## src/rtl/core/mbet_pkg.sv

```systemverilog
// Shared types, register indexes and a saturation helper for the escape-time pixel core.
package mbet_pkg;

    // Width that holds every intermediate sum before saturation
    localparam int WIDE_W = 68;

    typedef logic signed [WIDE_W-1:0] t_wide;

    // Configuration register indexes
    typedef enum logic [2:0] {
        CFG_X_LEFT     = 3'd0,
        CFG_Y_LOW      = 3'd1,
        CFG_STEP_X     = 3'd2,
        CFG_STEP_Y     = 3'd3,
        CFG_ITER_LIMIT = 3'd4,
        CFG_SPARE_5    = 3'd5,
        CFG_SPARE_6    = 3'd6,
        CFG_SPARE_7    = 3'd7
    } t_cfg_reg;

    // One point c, both parts in signed fixed point
    typedef struct packed {
        logic signed [31:0] cr;
        logic signed [31:0] ci;
    } t_point;

    // Clamp a wide signed value into the 32-bit signed range
    function automatic logic signed [31:0] f_sat32(input t_wide v);
        logic fits;
        fits = (v[WIDE_W-1:31] == '0) || (v[WIDE_W-1:31] == '1);
        if (fits) begin
            return v[31:0];
        end else if (v[WIDE_W-1]) begin
            return 32'sh8000_0000;
        end else begin
            return 32'sh7FFF_FFFF;
        end
    endfunction

endpackage

```

## src/rtl/core/mbet_queue.sv

```systemverilog
// Two-word queue of points between front end and iteration engine.
module mbet_queue (
    input  logic             i_clk,
    input  logic             i_rst_n,
    input  logic             i_push,
    input  mbet_pkg::t_point i_point,
    input  logic             i_pop,
    output logic             o_full,
    output logic             o_empty,
    output mbet_pkg::t_point o_point
);

    localparam int DEPTH = 2;
    localparam int PTR_W = $clog2(DEPTH);

    mbet_pkg::t_point r_mem [DEPTH];

    logic [PTR_W-1:0] r_wr_ptr, r_rd_ptr;
    logic [PTR_W:0]   r_count;

    assign o_full  = (r_count == (PTR_W+1)'(DEPTH));
    assign o_empty = (r_count == '0);
    assign o_point = r_mem[r_rd_ptr];

    // Advance pointers and fill count
    always_ff @(posedge i_clk) begin
        if (!i_rst_n) begin
            r_wr_ptr <= '0;
            r_rd_ptr <= '0;
            r_count  <= '0;
        end else begin
            if (i_push) r_wr_ptr <= r_wr_ptr + 1'b1;
            if (i_pop)  r_rd_ptr <= r_rd_ptr + 1'b1;
            case ({i_push, i_pop})
                2'b10:   r_count <= r_count + 1'b1;
                2'b01:   r_count <= r_count - 1'b1;
                default: r_count <= r_count;
            endcase
        end
    end

    // Store the incoming word
    always_ff @(posedge i_clk) begin
        if (i_push) begin
            r_mem[r_wr_ptr] <= i_point;
        end
    end

endmodule

```

## config.mk

```make
export PLATFORM = sky130hd
export DESIGN_NAME = mbet_queue
export DESIGN_NICKNAME = d
export VERILOG_FILES = /design/src/rtl/core/mbet_pkg.sv /design/src/rtl/core/mbet_queue.sv
export SDC_FILE = /design/constraint.sdc
export NUM_CORES = 1
export LEC_CHECK = 0
export BUFFER_PORTS_ARGS = -buffer_cell sky130_fd_sc_hd__buf_4
export CAP_MARGIN = 20
export CORE_MARGIN = 5
export CORE_UTILIZATION = 33
export DETAILED_ROUTE_END_ITERATION = 8
export PLACE_DENSITY = 0.63
export SETUP_SLACK_MARGIN = 0.15
export SYNTH_ARGS = -nofsm -noshare
export SYNTH_HDL_FRONTEND = slang
export SYNTH_SLANG_ARGS = --single-unit
```

## constraint.sdc

```tcl
create_clock -name i_clk -period 5.1 [get_ports i_clk]
set_clock_uncertainty 0.15 [all_clocks]
set_input_delay 1.02 -clock i_clk [delete_from_list [all_inputs] [get_ports i_clk]]
set_output_delay 1.02 -clock i_clk [all_outputs]
set_load 0.05 [all_outputs]
```

==> results.toml <==
[setup_path]
end_kind = "primary output"
r2r_slack_ns = 3.16
critPathArrivalTime_ns = 2.42
path_cells = "buf_4 -> mux2_2 -> buf_4"
crit_fanout = 35
crit_top_cell = "buf_4"
startpoint_type = "register"
crit_slowest_cell = "dfxtp_2"
critical_path_required_ns = 3.93
max_stage_delay_ns = 0.89
crit_type = "register to primary output"

[global_route]
antenna_found_initial = 0
overflow = 0
grt_max_degree = 65
grt_pass1_vias = 2725
grt_usage_pct = 11.2
grt_pass1_wl_microns = 14000

[synth]
synth_cell_types = 17
ys_ff_latch = 133
netlist_area_sq_um = 4830
syn_area_per_cell_sq_um = 21.9
ys_seq_area_share_pct = 81.6
synth_ff_type = "edfxtp_1"
synth_edf_count = 128
synthesis.nets = 290
async_flop_share_pct = 0
ys_warn_count = 0
synth_cells = 221

[placed_design]
dp_slack_ns = 1.82
place.port_buffers = 133
hpwlAfterDp_microns = 6000
gp_congestion = 0.705

[power]
clkPwrFrac_pct = 38.8
peakVddDrop_mv = 0.218
p_int_mw = 2.12
seq_power_share_pct = 45.3
power.leakage_nw = 2.45
p_switching_uw = 724
power_frac_comb_pct = 15.9
p_sw_share_pct = 25.5
power_density_nw_per_um2 = 432

[clock_network]
insertion_delay_ns = 0.41
clkTransAtPathRegs_ns = 0.05
cts_num_sinks = 133
cts_buffers = 17
cts.repair.resized = 0
cts_root_buf = "clkbuf_16"
h-tree-depth = 4
post_cts_buffers = 0
cts_tree = "yes"
cts_buffer_depth = 2
cts_hold_buf = 0

[layout]
layout-drive-gt1-share_pct = 59.8
antennaDiodeCount = 0
syn_to_final_growth_pct = 36.3
num-nets-final = 437

[sta]
fin_crit_sh_pct = 70.3
fmax_ghz = 0.279
drv_slew = 0
grt_setup_unrepaired = "no"
min_period_ns = 3.59
slew_headroom_pct = 32.7
setup_viol = 0
finalSetupTns_ns = 0
fin_ws_ns = 1.51
hold_viol = 0
worst_pin_slew_ns = 1.01

[floorplan]
die_w_microns = 131
fp-row-count = 44
core_sq_um = 14400
ioPinCount = 134
die_h_microns = 131
start_util_pct = 33.5
dieArea_sq_um = 17200

[route]
dr.pass1.iters = 3
drc = 0
drtIter0Drc = 115
vias_per_cell = 4.35
drt.antenna.violating_nets = 0
drt_wl_total_microns = 9390
vias = 2458
wl_per_cell_microns = 16.6

[run_status]
outcome = "completed"

[min_path]
min_path_type = "register to register"

[run]
drv_cap = 0
==> flip-flops by register name, summed over array words and instances, names as in the netlist, named ones only <==
register	cells
r_mem	128
r_rd_ptr	1
r_wr_ptr	1
r_count	2
==> cells in the final DEF, fill, tap and decap left out <==
master	instances
nor2b_1	1
clkbuf_8	2
o21ai_0	1
a21boi_1	1
and2b_2	1
bufinv_16	1
and2_4	1
nor2_4	1
edfxtp_1	128
xnor2_1	2
buf_4	134
xor2_1	1
o21a_1	1
clkinvlp_4	1
dfxtp_1	4
clkbuf_1	7
inv_1	1
clkinv_2	4
buf_12	1
and2_1	3
ha_1	1
or3_1	1
nor2_1	1
clkbuf_16	17
dfxtp_2	1
mux2_2	64
==> kinds of logic (layout without fill, tap and decap cells) <==
kind of cell	count (synthesis)	count (layout)	share of synthesized area [%]
AO/OA/AOI/OAI	3	3	0.414
AND/OR/NAND/NOR	9	9	1.11
adder cells (fa/ha/maj)	1	1	0.259
flip-flops	133	133	81.6
buffers and inverters	8	168	1.11
XOR/XNOR	3	3	0.544
multiplexers	64	64	14.9
==> per-layer routing <==
layer	vias up	track usage [%]	wire, microns
met5	-	0	0
met4	0	5.81	215
met3	17	5.12	796
met2	80	18.5	4760
met1	1198	12.1	3620
li1	1163	-	-
==> power groups by stage <==
| stage | Clock, mW | Sequential [mW] | Combinational [mW] |
|---|---|---|---|
| 6_report | 1.10 | 1.29 | 0.451 |
| 5_1_grt | 1.20 | 1.29 | 0.475 |
| 4_1_cts | 1.14 | 1.29 | 0.459 |
| 3_5_place_dp | 0 | 1.31 | 0.458 |
| 3_3_place_gp | 0 | 1.31 | 0.454 |
| 2_1_floorplan | 0 | 1.30 | 0.314 |
==> stage by stage <==
stage | power, mW | instances | utilization (%) | instance area, sq um | hold slack [ns]
finish | 2.84 | 565 | 45.7 | 6590 | 0.366
global route | 2.96 | 565 | 45.7 | 6590 | 0.393
CTS | 2.89 | 565 | 45.7 | 6590 | 0.372
detailed placement | 1.77 | 533 | 41.9 | 6050 | 0.365
global placement | 1.76 | 533 | 41.9 | 6050 | 0.325
floorplan | 1.61 | 221 | - | 4830 | 0.316
==> path summary, 6_finish.rpt <==
check,start,cells after the start,endpoint
worst max-delay path,register,3,o_point[4]
worst min-delay path,r_count[1],2,r_count[1]
worst max register to register,r_wr_ptr,2,r_mem[0][59]
worst min register to register,r_count[1],2,r_count[1]
==> layout make-up <==
type	count	area [sq um]
clock buffer	26	479
tap	184	230
inverter	1	3.75
timing repair buffer	135	1030
clock inverter	6	57.6
fill	1252	7840
sequential	133	3950
multi-input combinational	80	843
==> worst max-delay path: cells and delay by family, from the launching register on <==
family   cells  cell delay, ns
buf+inv      2            0.70
flops        1            0.89
mux          1            0.40
==> Yosys cell counts, types with 2 or more instances <==
cell	instances	area share, %
edfxtp_1	128	80
mux2_2	64	15
buf_4	6	0.93
dfxtp_1	5	2.1
and2_1	4	0.52
nor2_1	2	0.16
xnor2_1	2	0.36
No activity file was read; power rests on OpenSTA's default activity.
