[src/rtl/core/mbet_pkg.sv]
// Shared types, register indexes and a saturation helper for the escape-time pixel core.
package mbet_pkg;

    // Width that holds every intermediate sum before saturation
    localparam int WIDE_W = 68;

    typedef logic signed [WIDE_W-1:0] t_wide;

    // Configuration register indexes
    typedef enum logic [2:0] {
        CFG_X_LEFT     = 3'd0,
        CFG_Y_LOW      = 3'd1,
        CFG_STEP_X     = 3'd2,
        CFG_STEP_Y     = 3'd3,
        CFG_ITER_LIMIT = 3'd4,
        CFG_SPARE_5    = 3'd5,
        CFG_SPARE_6    = 3'd6,
        CFG_SPARE_7    = 3'd7
    } t_cfg_reg;

    // One point c, both parts in signed fixed point
    typedef struct packed {
        logic signed [31:0] cr;
        logic signed [31:0] ci;
    } t_point;

    // Clamp a wide signed value into the 32-bit signed range
    function automatic logic signed [31:0] f_sat32(input t_wide v);
        logic fits;
        fits = (v[WIDE_W-1:31] == '0) || (v[WIDE_W-1:31] == '1);
        if (fits) begin
            return v[31:0];
        end else if (v[WIDE_W-1]) begin
            return 32'sh8000_0000;
        end else begin
            return 32'sh7FFF_FFFF;
        end
    endfunction

endpackage

[src/rtl/core/mbet_front.sv]
// Front end: take pixel words, clamp the indices and form the point c.
module mbet_front #(
    parameter int MAX_WIDTH  = 4096,
    parameter int MAX_HEIGHT = 4096
) (
    input  logic                i_clk,
    input  logic                i_rst_n,
    input  logic                i_start,
    input  logic [11:0]         i_column,
    input  logic [11:0]         i_row,
    input  logic signed [31:0]  i_x_left,
    input  logic signed [31:0]  i_y_low,
    input  logic signed [31:0]  i_step_x,
    input  logic signed [31:0]  i_step_y,
    input  logic                i_full,
    output logic                o_busy,
    output logic                o_push,
    output mbet_pkg::t_point    o_point
);

    typedef enum logic [2:0] {
        F_IDLE = 3'b001,
        F_MUL  = 3'b010,
        F_PUSH = 3'b100
    } t_front_state;

    t_front_state r_state, n_state;

    logic [15:0]        r_col, r_row, n_col, n_row;
    logic signed [48:0] r_px, r_py;
    logic               accept;

    assign accept = (r_state == F_IDLE) && i_start;

    // Clamp indices to the image size
    always_comb begin
        n_col = {4'b0, i_column};
        n_row = {4'b0, i_row};
        if ({5'b0, i_column} >= 17'(MAX_WIDTH)) begin
            n_col = 16'(MAX_WIDTH - 1);
        end
        if ({5'b0, i_row} >= 17'(MAX_HEIGHT)) begin
            n_row = 16'(MAX_HEIGHT - 1);
        end
    end

    // Sequence the word through multiply and add
    always_comb begin
        n_state = r_state;
        unique case (r_state)
            F_IDLE: if (i_start) n_state = F_MUL;
            F_MUL:  n_state = F_PUSH;
            F_PUSH: if (!i_full) n_state = F_IDLE;
            default: n_state = F_IDLE;
        endcase
    end

    always_ff @(posedge i_clk) begin
        if (!i_rst_n) begin
            r_state <= F_IDLE;
        end else begin
            r_state <= n_state;
        end
    end

    // Hold indices, then register the offset products
    always_ff @(posedge i_clk) begin
        if (accept) begin
            r_col <= n_col;
            r_row <= n_row;
        end
        if (r_state == F_MUL) begin
            r_px <= $signed({1'b0, r_col}) * i_step_x;
            r_py <= $signed({1'b0, r_row}) * i_step_y;
        end
    end

    // Add the origin and saturate
    assign o_point.cr = mbet_pkg::f_sat32(mbet_pkg::t_wide'(r_px) +
                                          mbet_pkg::t_wide'(i_x_left));
    assign o_point.ci = mbet_pkg::f_sat32(mbet_pkg::t_wide'(r_py) +
                                          mbet_pkg::t_wide'(i_y_low));
    assign o_push     = (r_state == F_PUSH) && !i_full;
    assign o_busy     = (r_state != F_IDLE);

endmodule

[config.mk]
export PLATFORM = sky130hd
export DESIGN_NAME = mbet_front
export DESIGN_NICKNAME = d
export VERILOG_FILES = /design/src/rtl/core/mbet_pkg.sv /design/src/rtl/core/mbet_front.sv
export SDC_FILE = /design/constraint.sdc
export NUM_CORES = 2
export LEC_CHECK = 0
export ABC_AREA = 0
export BUFFER_PORTS_ARGS = -buffer_cell sky130_fd_sc_hd__clkbuf_2
export CAP_MARGIN = 15
export CORE_ASPECT_RATIO = 1.75
export CORE_MARGIN = 4
export CORE_UTILIZATION = 25
export DETAILED_ROUTE_END_ITERATION = 8
export PLACE_DENSITY = 0.47
export REMOVE_ABC_BUFFERS = 1
export SLEW_MARGIN = 20
export SYNTH_ARGS = -nofsm -noshare
export SYNTH_HDL_FRONTEND = slang
export SYNTH_SLANG_ARGS = --single-unit
[constraint.sdc]
create_clock -name i_clk -period 6 [get_ports i_clk]
set_input_delay 0.6 -clock i_clk [delete_from_list [all_inputs] [get_ports i_clk]]
set_output_delay 0.6 -clock i_clk [all_outputs]
set_load 0.01 [all_outputs]
==> results.py <==
metrics = {
    "run_status": {
        "outcome": "finished with violations",
        "violations": "setup timing",
    },
    "timing": {
        "worst_slew_pin_slew_ps": 1130,
        "fin_ws_ps": -297,
        "drv_slew": 0,
        "min_period_ps": 6300,
        "hold_violations": 0,
        "slew_headroom_pct": 24.5,
        "fin_skew_ps": 16.3,
        "max_clock_freq_ghz": 0.159,
        "timing.final.crit_share_pct": 105,
        "final-setup-viol-count": 17,
        "rsz0062_at_grt": "true",
        "tns_ps": -2520,
    },
    "critical_path": {
        "startpoint": "r_row[3]",
        "crit_fanout": 5,
        "reg2reg_depth": 26,
        "crit_end": "r_py[43]",
        "critPathKind": "flop to flop",
        "arrival_ps": 6560,
        "cp-end-kind": "flop",
        "r2r_end": "r_py[43]",
        "r2r_start": "r_row[3]",
        "reg2reg_slack_ps": -300,
        "start_kind": "flop",
        "cp.required_ps": 6260,
    },
    "clocking": {
        "clk_pin_slew_ps": 70,
        "root_buffer": "clkbuf_16",
        "clock_path_buffers": 2,
        "clock_insertion_delay_worst_skew_ps": 500,
        "htree_levels": 4,
        "cts_made_buffers": 17,
        "cts_tree": "yes",
        "cts_num_sinks": 117,
        "cts_hold_buf": 0,
    },
    "logic_synthesis": {
        "yosysWarnings": 0,
        "ys_ff_latch": 117,
        "synthTopCellsByCount": "inv_1 (892), fa_1 (678), nand2_1 (540)",
        "syn_area_um2": 36100,
        "synthArstFlopShare_pct": 0,
        "ys_types": 87,
        "synth_most_common_cell": "inv_1",
        "synth_cells": 4121,
        "yosys_most_used_dff": "edfxtp_1",
        "synth_edf_count": 114,
        "yosys.area.top_type": "fa_1",
        "seq_area_frac_synth_pct": 9.66,
        "avgSynthCellArea_um2": 8.75,
        "synthTopCellsByArea": "fa_1 (38%), ha_1 (10%), edfxtp_1 (9.5%), inv_1 (9.3%), and2_1 (6.3%)",
        "yosys.area.top_type_share_pct": 37.6,
    },
    "cells_and_area": {
        "drive_above_1_share_pct": 20.6,
        "multiInputGateArea_um2": 29800,
        "final_nets": 5769,
        "seq_area_um2": 3480,
        "instances_no_fill": 6529,
        "syn_to_final_growth_pct": 24.2,
        "design_area_um2": 44800,
        "fill_cells": 15300,
    },
    "worst_hold_path": {
        "min_path_type": "input port to flop",
        "hold_depth": 1,
        "min_from": "i_row[9]",
    },
    "drt": {
        "ant_nets": 0,
        "drcViolationCount": 0,
        "routed_wirelength_mm": 121,
        "first_iter_violations": 1109,
        "drtPass1Iterations": 5,
        "wire_per_inst_um": 18.5,
        "dr_total_vias": 29600,
        "viasPerCell": 4.54,
    },
    "placed_design": {
        "dp_hpwl_mm": 104,
        "post_dp_cell_area_um2": 42300,
        "gp_congestion": 0.921,
        "dpl.cell_count": 6447,
        "portBuffers": 221,
    },
    "global_routing": {
        "grt_pass1_wl_mm": 189,
        "grt_max_degree": 47,
        "antenna_found_initial": 17,
        "grt_usage_pct": 16.5,
        "grt_overflow": 0,
        "grt_pass1_vias": 33700,
    },
    "floorplan": {
        "core_um2": 143000,
        "top_level_ports": 222,
        "die-area_um2": 151000,
        "start_util_pct": 25.1,
        "die_y_um": 510,
        "die_w_um": 295,
        "rows": 184,
    },
    "job": {
        "cap_violations": 0,
    },
}
## what timing repair did
item / in CTS / in global routing
buffers inserted: 29 / 16
endpoints found under the setup margin: 37 / 63
gates resized for setup: 203 / 104
gates cloned: 4 / 0
pin swaps: 157 / 107
endpoints found under the hold margin: 0 / 0
## final cells by class
type,count,area share (%)
Clock inverter,15,0.492
Timing Repair Buffer,687,11.6
Antenna cell,9,0.0503
Multi-Input combinational cell,2932,66.5
Sequential cell,117,7.78
Clock buffer,17,0.950
Tap cell,1860,5.20
Inverter,892,7.48
## through the flow
step	worst slack (ps)	hold slack (ps)	util [%]
finish	-297	281	31.2
global route	-572	250	31.2
CTS	-481	234	30.8
detailed placement	-821	506	29.5
global placement	-812	506	29.5
floorplan	-274	463	-
## state kept, by name, summed over array words and instances (netlist names)
| register | flops |
|---|---|
| r_px | 45 |
| r_py | 45 |
| r_col | 12 |
| r_row | 12 |
| r_state | 3 |
## cells in the final DEF, fill, tap and decap left out, types with 56 or more instances in the layout
cell type / instances
inv_1: 856
fa_1: 660
buf_4: 400
a21oi_1: 142
edfxtp_1: 114
nor2_1: 88
xnor2_1: 93
xor2_1: 56
and2_1: 342
a21o_1: 82
o21ai_0: 87
clkbuf_2: 221
ha_1: 251
nand2_1: 535
## logic make-up (layout without fill, tap and decap cells)
logic type | count (synthesis) | in the layout | synth area share [%]
multiplexers | 35 | 35 | 0.999
flip-flops | 117 | 117 | 9.66
other | 0 | 9 | 0
AO/OA/AOI/OAI | 586 | 586 | 10.5
buffers and inverters | 1072 | 1611 | 11.2
adder cells (fa/ha/maj) | 966 | 966 | 47.6
AND/OR/NAND/NOR | 1193 | 1193 | 16.3
XOR/XNOR | 152 | 152 | 3.69
## critical path: stages, from the launching register on
cell	delay (ps)
edfxtp_1	400
buf_6	160
and2_1	150
fa_1	550
inv_2	50
fa_1	500
inv_2	60
fa_1	480
ha_1	300
inv_2	40
fa_1	510
inv_2	50
ha_4	210
o21a_1	140
a2111oi_4	340
buf_4	180
o311ai_4	110
o31a_1	270
a21o_1	170
o211ai_1	180
buf_4	180
o211ai_1	170
a211oi_2	250
nor3_2	90
a221o_1	310
a21oi_2	140
xnor2_1	80
## worst min-delay path by stage
stage | end | slack, ps
after floorplan | r_state[2] | 460
after global placement | r_state[2] | 510
after detailed placement | r_state[2] | 510
after CTS | r_row[4] | 230
after global routing | r_row[4] | 250
final | r_row[9] | 280
## routing by layer
metal / share of wire, % / track usage [%]
met2: 57 / 33.9
met3: 4.0 / 2.11
met4: 3.8 / 5.83
met5: 0.079 / 0
met1: 35 / 16.7
Power is not shown: default switching activity piles up to over one toggle a cycle in this logic, so the estimate is an artifact.
